`src/sv/hsl2rgb_pkg.sv`:
```
// shared types and constants for the hsl to rgb converter
package hsl2rgb_pkg;

  localparam int FIELD_W = 17;
  localparam int BYTE_W  = 8;

  typedef struct packed {
    logic [FIELD_W-1:0] hue;
    logic [FIELD_W-1:0] saturation;
    logic [FIELD_W-1:0] lightness;
  } hsl_t;

  typedef struct packed {
    logic [BYTE_W-1:0] red;
    logic [BYTE_W-1:0] green;
    logic [BYTE_W-1:0] blue;
  } rgb_t;

  // segment of the hue ramp a channel falls into
  typedef enum logic [1:0] {
    RAMP_RISE,
    RAMP_HIGH,
    RAMP_FALL,
    RAMP_LOW
  } ramp_e;

  // hue offset applied per channel
  typedef enum logic [1:0] {
    SHIFT_PLUS_THIRD,
    SHIFT_NONE,
    SHIFT_MINUS_THIRD
  } shift_e;

endpackage

```
`src/sv/hsl2rgb_channel.sv`:
```
// one color channel: hue ramp, blend between p and q, byte scaling
module hsl2rgb_channel
  import hsl2rgb_pkg::*;
#(
  parameter int     FRACTION_BITS = 16,
  parameter shift_e HUE_SHIFT     = SHIFT_NONE
) (
  input  logic                     clk_i,
  input  logic [FRACTION_BITS:0]   hue_i,
  input  logic [FRACTION_BITS:0]   lo_i,
  input  logic [FRACTION_BITS:0]   hi_i,
  input  logic [FRACTION_BITS:0]   span_i,
  input  logic                     gray_i,
  input  logic [FRACTION_BITS:0]   light_i,
  output logic [BYTE_W-1:0]        byte_o
);

  localparam int VW = FRACTION_BITS + 1;
  localparam logic [VW:0]   ONE_X   = (VW+1)'(1) << FRACTION_BITS;
  localparam logic [VW+2:0] ONE_W   = (VW+3)'(1) << FRACTION_BITS;
  localparam logic [VW:0]   THIRD_X = (VW+1)'((1 << FRACTION_BITS) / 3);

  // stage b: wrapped hue, segment and ramp factor
  logic [VW:0]   t_x;
  logic [VW+2:0] t6;
  ramp_e         region_d, region_b_q, region_c_q, region_d_q;
  logic [VW-1:0] factor_d, factor_b_q, factor_c_q;

  always_comb begin
    unique case (HUE_SHIFT)
      SHIFT_PLUS_THIRD: begin
        t_x = {1'b0, hue_i} + THIRD_X;
        if (t_x > ONE_X) begin
          t_x = t_x - ONE_X;
        end
      end
      SHIFT_MINUS_THIRD: begin
        if ({1'b0, hue_i} < THIRD_X) begin
          t_x = {1'b0, hue_i} + ONE_X - THIRD_X;
        end else begin
          t_x = {1'b0, hue_i} - THIRD_X;
        end
      end
      default: t_x = {1'b0, hue_i};
    endcase
    t6 = ((VW+3)'(t_x) << 2) + ((VW+3)'(t_x) << 1);
    // 2t < one and 3t < 2*one tested on 6t against 3*one and 4*one
    if (t6 < ONE_W) begin
      region_d = RAMP_RISE;
      factor_d = VW'(t6);
    end else if (t6 < (ONE_W << 1) + ONE_W) begin
      region_d = RAMP_HIGH;
      factor_d = '0;
    end else if (t6 < (ONE_W << 2)) begin
      region_d = RAMP_FALL;
      factor_d = VW'((ONE_W << 2) - t6);
    end else begin
      region_d = RAMP_LOW;
      factor_d = '0;
    end
  end

  always_ff @(posedge clk_i) begin
    region_b_q <= region_d;
    factor_b_q <= factor_d;
    region_c_q <= region_b_q;
    factor_c_q <= factor_b_q;
  end

  // stage d: span times ramp factor
  logic [2*VW-1:0] prod;
  logic [VW-1:0]   blend_d, blend_q, lo_d_q, hi_d_q, light_d_q;
  logic            gray_d_q;

  assign prod    = span_i * factor_c_q;
  assign blend_d = prod[FRACTION_BITS +: VW];

  always_ff @(posedge clk_i) begin
    blend_q    <= blend_d;
    region_d_q <= region_c_q;
    lo_d_q     <= lo_i;
    hi_d_q     <= hi_i;
    gray_d_q   <= gray_i;
    light_d_q  <= light_i;
  end

  // stage e: channel value
  logic [VW:0]   sum;
  logic [VW-1:0] value_d, value_q;

  always_comb begin
    sum = {1'b0, lo_d_q} + {1'b0, blend_q};
    if (gray_d_q) begin
      value_d = light_d_q;
    end else begin
      case (region_d_q) inside
        RAMP_RISE, RAMP_FALL: value_d = VW'(sum);
        RAMP_HIGH:            value_d = hi_d_q;
        default:              value_d = lo_d_q;
      endcase
    end
  end

  always_ff @(posedge clk_i) begin
    value_q <= value_d;
  end

  // stage f: scale by 255, truncate, saturate
  logic [VW+7:0] scaled;
  logic [8:0]    whole;
  logic [BYTE_W-1:0] byte_d, byte_q;

  always_comb begin
    scaled = ((VW+8)'(value_q) << 8) - (VW+8)'(value_q);
    whole  = scaled[FRACTION_BITS +: 9];
    byte_d = whole[8] ? {BYTE_W{1'b1}} : whole[BYTE_W-1:0];
  end

  always_ff @(posedge clk_i) begin
    byte_q <= byte_d;
  end

  assign byte_o = byte_q;

endmodule

```
`src/sv/hsl_to_rgb_converter.sv`:
```
// hsl to rgb color converter, fixed point, one pixel per clock
//
//   channel   direction  ports                      handshake
//   command   in         start, busy, hsl_i         start high while busy low
//   result    out        result_o, result_strobe_o  strobe for one cycle
//
// one transaction is taken every clock cycle; busy stays low
// the result strobe follows the accepting edge through six register stages (clamp,
// l*s multiply, q/p, ramp multiply, blend, byte scaling)
// reset clears only the valid bits; results appear for exactly one cycle
// the receiver cannot hold results off, so the pipeline never stalls
module hsl_to_rgb_converter
  import hsl2rgb_pkg::*;
#(
  parameter int FRACTION_BITS = 16
) (
  input  logic  clk_i,
  input  logic  rst_ni,
  input  logic  start,
  output logic  busy,
  input  hsl_t  hsl_i,
  output rgb_t  result_o,
  output logic  result_strobe_o
);

  localparam int VW = FRACTION_BITS + 1;
  localparam int IW = (VW > FIELD_W) ? VW : FIELD_W;
  localparam logic [IW-1:0] ONE_I = IW'(1) << FRACTION_BITS;
  localparam logic [VW:0]   ONE_X = (VW+1)'(1) << FRACTION_BITS;

  assign busy = 1'b0;

  // valid bits along the pipeline
  logic [5:0] valid_d, valid_q;

  assign valid_d = {valid_q[4:0], start & ~busy};

  always_ff @(posedge clk_i or negedge rst_ni) begin
    if (!rst_ni) begin
      valid_q <= '0;
    end else begin
      valid_q <= valid_d;
    end
  end

  // stage a: clamp inputs to one
  logic [IW-1:0] h_w, s_w, l_w;
  logic [VW-1:0] h_a_d, s_a_d, l_a_d;
  logic [VW-1:0] h_a_q, s_a_q, l_a_q;

  always_comb begin
    h_w   = IW'(hsl_i.hue);
    s_w   = IW'(hsl_i.saturation);
    l_w   = IW'(hsl_i.lightness);
    h_a_d = VW'((h_w > ONE_I) ? ONE_I : h_w);
    s_a_d = VW'((s_w > ONE_I) ? ONE_I : s_w);
    l_a_d = VW'((l_w > ONE_I) ? ONE_I : l_w);
  end

  always_ff @(posedge clk_i) begin
    h_a_q <= h_a_d;
    s_a_q <= s_a_d;
    l_a_q <= l_a_d;
  end

  // stage b: l*s
  logic [2*VW-1:0] ls_full;
  logic [VW-1:0]   ls_b_q, s_b_q, l_b_q;
  logic            gray_b_q;

  assign ls_full = l_a_q * s_a_q;

  always_ff @(posedge clk_i) begin
    ls_b_q   <= ls_full[FRACTION_BITS +: VW];
    s_b_q    <= s_a_q;
    l_b_q    <= l_a_q;
    gray_b_q <= (s_a_q == '0);
  end

  // stage c: q, p and their difference
  logic [VW:0]   l2, q_x;
  logic [VW-1:0] q_c_d, p_c_d;
  logic [VW-1:0] lo_c_q, hi_c_q, span_c_q, l_c_q;
  logic          gray_c_q;

  always_comb begin
    l2 = {l_b_q, 1'b0};
    // l*(1+s) truncated equals l + trunc(l*s)
    if (l2 < ONE_X) begin
      q_x = {1'b0, l_b_q} + {1'b0, ls_b_q};
    end else begin
      q_x = {1'b0, l_b_q} + {1'b0, s_b_q} - {1'b0, ls_b_q};
    end
    q_c_d = VW'(q_x);
    if (l2 < q_x) begin
      p_c_d = '0;
    end else if (l_b_q > q_c_d) begin
      p_c_d = q_c_d;
    end else begin
      p_c_d = VW'(l2 - q_x);
    end
  end

  always_ff @(posedge clk_i) begin
    lo_c_q   <= p_c_d;
    hi_c_q   <= q_c_d;
    span_c_q <= q_c_d - p_c_d;
    l_c_q    <= l_b_q;
    gray_c_q <= gray_b_q;
  end

  // stages b through f per channel
  logic [BYTE_W-1:0] red_f, green_f, blue_f;

  hsl2rgb_channel #(
    .FRACTION_BITS (FRACTION_BITS),
    .HUE_SHIFT     (SHIFT_PLUS_THIRD)
  ) u_red (
    .clk_i   (clk_i),
    .hue_i   (h_a_q),
    .lo_i    (lo_c_q),
    .hi_i    (hi_c_q),
    .span_i  (span_c_q),
    .gray_i  (gray_c_q),
    .light_i (l_c_q),
    .byte_o  (red_f)
  );

  hsl2rgb_channel #(
    .FRACTION_BITS (FRACTION_BITS),
    .HUE_SHIFT     (SHIFT_NONE)
  ) u_green (
    .clk_i   (clk_i),
    .hue_i   (h_a_q),
    .lo_i    (lo_c_q),
    .hi_i    (hi_c_q),
    .span_i  (span_c_q),
    .gray_i  (gray_c_q),
    .light_i (l_c_q),
    .byte_o  (green_f)
  );

  hsl2rgb_channel #(
    .FRACTION_BITS (FRACTION_BITS),
    .HUE_SHIFT     (SHIFT_MINUS_THIRD)
  ) u_blue (
    .clk_i   (clk_i),
    .hue_i   (h_a_q),
    .lo_i    (lo_c_q),
    .hi_i    (hi_c_q),
    .span_i  (span_c_q),
    .gray_i  (gray_c_q),
    .light_i (l_c_q),
    .byte_o  (blue_f)
  );

  assign result_o.red    = red_f;
  assign result_o.green  = green_f;
  assign result_o.blue   = blue_f;
  assign result_strobe_o = valid_q[5];

endmodule

```
`config.mk`:
```
export PLATFORM = sky130hd
export DESIGN_NAME = hsl_to_rgb_converter
export DESIGN_NICKNAME = d
export VERILOG_FILES = /design/src/sv/hsl2rgb_pkg.sv /design/src/sv/hsl2rgb_channel.sv /design/src/sv/hsl_to_rgb_converter.sv
export SDC_FILE = /design/constraint.sdc
export NUM_CORES = 2
export LEC_CHECK = 0
export BUFFER_PORTS_ARGS = -buffer_cell sky130_fd_sc_hd__clkbuf_2
export CAP_MARGIN = 20
export CORE_UTILIZATION = 30
export CTS_CLUSTER_DIAMETER = 80
export DETAILED_ROUTE_END_ITERATION = 7
export PLACE_DENSITY = 0.55
export SLEW_MARGIN = 10
export SYNTH_ARGS = -nofsm -noshare
export SYNTH_HDL_FRONTEND = slang
export SYNTH_HIERARCHICAL = 1
export SYNTH_SLANG_ARGS = --single-unit
```
`constraint.sdc`:
```
create_clock -name clk_i -period 13.9 [get_ports clk_i]
set_clock_uncertainty 0.05 [all_clocks]
set_input_delay 1.39 -clock clk_i [delete_from_list [all_inputs] [get_ports clk_i]]
set_output_delay 1.39 -clock clk_i [all_outputs]
set_load 0.02 [all_outputs]
```
# Word-level counts from Yosys, hierarchy flattened
# Cells that the tools add are included.
# word_totals
reg_bits	476
input_bits	54
wordCells	132
# classes
n_addsub	22
n_mul	4
n_lt_le_gt_ge	17
n_eq_ne	6
mux	29
n_reduce_logical	10
# op_table
operator	count
17-bit 2-to-1 mux	20
17-bit by 17-bit multiplier with 33-bit output	4
25-bit by 17-bit subtractor with 25-bit output	3
20-bit by 17-bit < comparator with 1-bit output, second input constant	3
20-bit by 18-bit < comparator with 1-bit output, second input constant	3
20-bit by 19-bit < comparator with 1-bit output, second input constant	3
18-bit 2-to-1 mux	3
17-bit adder	3
17-bit greater-than comparator, second input constant	3
1-bit by 17-bit subtractor with 17-bit output, first input constant	3
20-bit by 19-bit adder with 20-bit output	2
17-bit by 17-bit adder with 18-bit output	2
17-bit subtractor	2
19-bit by 18-bit adder with 20-bit output	1
17-bit by 15-bit adder with 18-bit output, second input constant	1
17-bit by 17-bit adder with 18-bit output, second input constant	1
18-bit by 17-bit greater-than comparator with 1-bit output, second input constant	1
18-bit by 17-bit < comparator with 1-bit output, second input constant	1
18-bit < comparator	1
17-bit by 15-bit subtractor with 18-bit output, second input constant	1
18-bit by 15-bit subtractor with 18-bit output, second input constant	1
18-bit by 17-bit subtractor with 18-bit output	1
18-bit by 17-bit subtractor with 18-bit output, second input constant	1
17-bit greater-than comparator	1
7 further kinds	23

# Longest topological paths before layout
# depth
word_depth	8
mapped_depth	37
depth_no_buf	35

# Cells and area by module
# Netlist, hierarchy kept.
# modules_own_cells
mod	instances	cells_per_inst	area_per_inst_um2	seq_area_each_um2
hsl_to_rgb_converter	1	1865	17145.2	3593.4
hsl2rgb_channel at u_blue	1	1637	14930.6	2642.5
hsl2rgb_channel at u_red	1	1602	14564.0	2642.5
hsl2rgb_channel at u_green	1	1515	14089.8	2642.5

# Worst setup path after synthesis
# No wires, ideal clock.
# synth_timing
path_kind	register to register
start	register l_b_q[5]
end	register span_c_q[16]
t_arrival_ns	6.469
setup_slack_ns	7.259
stages_incl_launch_ff	36
period_less_slack_ns	6.641
path_cell_list	dfxtp_1 inv_1 fa_1 inv_1 ha_1 a2111oi_2 nor3b_1 o31ai_1 o41ai_1 o21ai_1 xor2_1 nor2_1 a21oi_1 inv_1 ha_1 a21o_1 a21oi_1 o21ai_0 a21oi_1 a31o_2 clkbuf_8 clkbuf_1 nand2_1 o21ai_0 nand2_1 ha_1 o21ai_0 nor2_1 o41ai_1 o21ai_0 o21a_1 o21ai_0 nand2b_1 a31oi_1 o21ai_0 xnor2_1
# synth_between
elab_chain_cells	7
word_cells_on_any_way	11
# synth_rtl
item	line	source
start: declaration	hsl_to_rgb_converter.sv:68	logic [VW-1:0] ls_b_q, s_b_q, l_b_q;
start signal: assignment	hsl_to_rgb_converter.sv:76	l_b_q <= l_a_q;
17-bit by 17-bit adder with 18-bit output	hsl_to_rgb_converter.sv:92	q_x = {1'b0, l_b_q} + {1'b0, s_b_q} - {1'b0, ls_b_q};
18-bit by 17-bit subtractor with 18-bit output	hsl_to_rgb_converter.sv:92	
18-bit 2-to-1 mux (*)	hsl_to_rgb_converter.sv:89	if (l2 < ONE_X) begin
via q_x[15]	hsl_to_rgb_converter.sv:81	logic [VW:0] l2, q_x;
17-bit subtractor or 17-bit greater-than comparator (tied branches)	hsl_to_rgb_converter.sv:100, hsl_to_rgb_converter.sv:97	
17-bit 2-to-1 mux	hsl_to_rgb_converter.sv:97	end else if (l_b_q > q_c_d) begin
17-bit 2-to-1 mux	hsl_to_rgb_converter.sv:95	if (l2 < q_x) begin
17-bit subtractor (*)	hsl_to_rgb_converter.sv:107	span_c_q <= q_c_d - p_c_d;
end signal: assignment	hsl_to_rgb_converter.sv:107	
end: declaration	hsl_to_rgb_converter.sv:83	logic [VW-1:0] lo_c_q, hi_c_q, span_c_q, l_c_q;
# The timed path passes the listed nets; every way through them passes the cells marked *.
# A chain may end at the register's enable or synchronous reset.

# Worst setup path after layout
# Ends and elaborated chain as after synthesis.

==> run_results.csv <==
group,metric,value,unit
run_status,status,"complete, no violations",
routing,ant_nets,0,
finish,drive_above_1_share,5.485,%
routing,firstDrtPassIters,7,
min_path,min_path_type,"flip-flop to flip-flop",
synthesis,seq_area_frac_synth,18.97,%
sta,tns,0,ns
finish,area_delta_synth_final,9.220,%
global_routing,grt_remaining_overflow,0,
clock_network,cts_resized,0,
placed_design,io_buffers,78,
sta,grt_setup_unrepaired,"false",
sta,finalMaxSlewViolations,0,
floorplanning,dieArea,204200,um2
worst_setup_path,critPathMaxFanout,26,
clock_network,postCtsSetupBuffers,0,
placed_design,globalplace.congestion,0.8819,
sta,min_period,7.930,ns
sta,max_slew_margin,24.78,%
floorplanning,die-width,451.9,um
global_routing,grt_max_degree,49,
sta,setup_viol_count_final,0,
synthesis,synth_edf_count,0,
global_routing,grt_pass1_vias,47040,
clock_network,cts_tree,"done",
synthesis,ys_types,131,
routing,via_count,43550,
placed_design,place_area,63970,um2
sta,layout_worst_path_cycle_share,57.05,%
worst_setup_path,critPathMaxStageDelay,0.51,ns
sta,fmax,0.1261,GHz
sta,hold_ws,0.2723,ns
worst_setup_path,crit_arrival,8.45,ns
worst_setup_path,crit_type,"flip-flop to flip-flop",
finish,layout_commonest_cell,"inv_1",
finish,fillerInstances,20470,
worst_setup_path,crit_path_end_kind,"flip-flop",
worst_setup_path,required,14.42,ns
global_routing,grt_pass1_wl,254.1,mm
clock_network,cts_max_path_buffers,3,
finish,final_cells,9313,
floorplanning,core_region_area,200500,um2
floorplanning,core.rowCount,164,
clock_network,hold_buffers,0,
worst_setup_path,crit_slowest_cell,"fa_1",
clock_network,cts_sinks,574,
routing,wire_per_inst,16.86,um
routing,drt_wl_total,157.0,mm
clock_network,cts.clk_slew.worst_paths,0.06,ns
sta,hold_viol,0,
floorplanning,io_pins,80,
sta,tightest_slew,1.127,ns
routing,drt_iter0_markers,2013,
synthesis,netlist_instances,6619,
global_routing,track_usage,15.62,%
floorplanning,initial_core_util,30.29,%
floorplanning,fp.dieH,451.9,um
finish,design_area,66330,um2
synthesis,async_flop_share,1.045,%
global_routing,antenna_found_initial,4,
finish,nets,8176,
synthesis,netlist_area,60730,um2
clock_network,h-tree-depth,3,
clock_network,root_buffer,"clkbuf_16",
finish,layout_common_cells,"inv_1 (1246), fa_1 (864), nand2_1 (757)",
synthesis,avgSynthCellArea,9.175,um2
worst_setup_path,crit_path_frequent_cell,"o21ai_0",
routing,drc,0,
synthesis,synth_warnings,6,
clock_network,clock_latency,0.68,ns
flow_run,maxCapViolations,0,
synthesis,synth_nets,8193,
synthesis,ys_ff_latch,574,
finish,multiInputGateArea,43650,um2
placed_design,hpwl,119.5,mm
synthesis,synthFlopType,"dfxtp_1",
worst_setup_path,cp-start-kind,"flip-flop",
finish,register_area,11540,um2
routing,vias_per_cell,4.676,
placed_design,dp.cells,9190,
clock_network,cts_buffers,66,
-- kinds of logic after synthesis --
| kind of cell | Yosys count | synth area share [%] |
|---|---|---|
| simple gates | 1919 | 15.85 |
| fa+ha+maj | 1521 | 42.01 |
| buf+inv | 1461 | 9.146 |
| compound gates | 802 | 8.814 |
| flops | 574 | 18.97 |
| xor+xnor | 256 | 3.735 |
| mux | 84 | 1.463 |
| other cells | 2 | 0.01237 |
-- path summary, 6_finish.rpt --
| check | from | end | slack [ns] | cells after the start |
|---|---|---|---|---|
| setup / recovery | l_b_q[5]$_DFF_P_ | span_c_q[16]$_DFF_P_ | 5.97 | 32 |
| hold / removal | u_green/region_b_q[0]$_SDFF_PP0_ | u_green/region_c_q[0]$_DFF_P_ | 0.27 | 0 |
| setup reg to reg | l_b_q[5]$_DFF_P_ | span_c_q[16]$_DFF_P_ | 5.97 | 32 |
| hold reg to reg | u_green/region_b_q[0]$_SDFF_PP0_ | u_green/region_c_q[0]$_DFF_P_ | 0.27 | 0 |
| max in group asynchronous | rst_ni | valid_q[0]$_DFF_PN0_ | 13.19 | 1 |
| min in group asynchronous | rst_ni | valid_q[5]$_DFF_PN0_ | 0.47 | 1 |
-- through the flow --
step	worst slack (ns)	util, %
finish	5.970	33.09
global placement	5.871	31.91
detailed placement	5.917	31.91
CTS	5.899	33.08
floorplan	7.259	-
global route	5.149	33.08
-- synthesized netlist by cell type, drive strengths merged, types with 73 or more instances --
| cell type | number | share of area [%] |
|---|---|---|
| a21o | 88 | 1.1 |
| inv | 1246 | 7.7 |
| nor2 | 214 | 1.3 |
| o21ai | 180 | 1.5 |
| nor2b | 73 | 0.75 |
| ha | 656 | 14 |
| nand2 | 758 | 4.7 |
| and2 | 511 | 5.3 |
| dfxtp | 568 | 19 |
| xor2 | 75 | 1.1 |
| xnor2 | 181 | 2.6 |
| fa | 864 | 28 |
| clkbuf | 200 | 1.3 |
| a21oi | 224 | 1.9 |
-- layout make-up --
class / count / share of cell area [%]
multi-input combinational: 4584 / 65.82
clock buffer: 82 / 2.671
timing repair buffer: 129 / 1.166
sequential: 574 / 17.40
tap: 2656 / 5.010
antenna: 3 / 0.01132
clock inverter: 38 / 0.8734
inverter: 1247 / 7.057
-- per-layer routing --
metal | vias up | wire [um] | global-route usage (%)
li1 | 20740 | - | -
met1 | 21810 | 69360 | 19.79
met2 | 802 | 77920 | 27.92
met3 | 193 | 5672 | 1.367
met4 | 0 | 4060 | 4.793
met5 | - | 0 | 0
-- critical path, delay by kind of cell, from the launching register on --
| kind | cells | cell delay, ns |
|---|---|---|
| AO/OA/AOI/OAI | 17 | 4.11 |
| XOR/XNOR | 2 | 0.30 |
| adder cells (fa/ha/maj) | 4 | 1.64 |
| buffers and inverters | 3 | 0.26 |
| flip-flops | 1 | 0.43 |
| multiplexers | 1 | 0.13 |
| AND/OR/NAND/NOR | 5 | 0.92 |
Power is not shown: default switching activity piles up to over one toggle a cycle in this logic, so the estimate is an artifact.
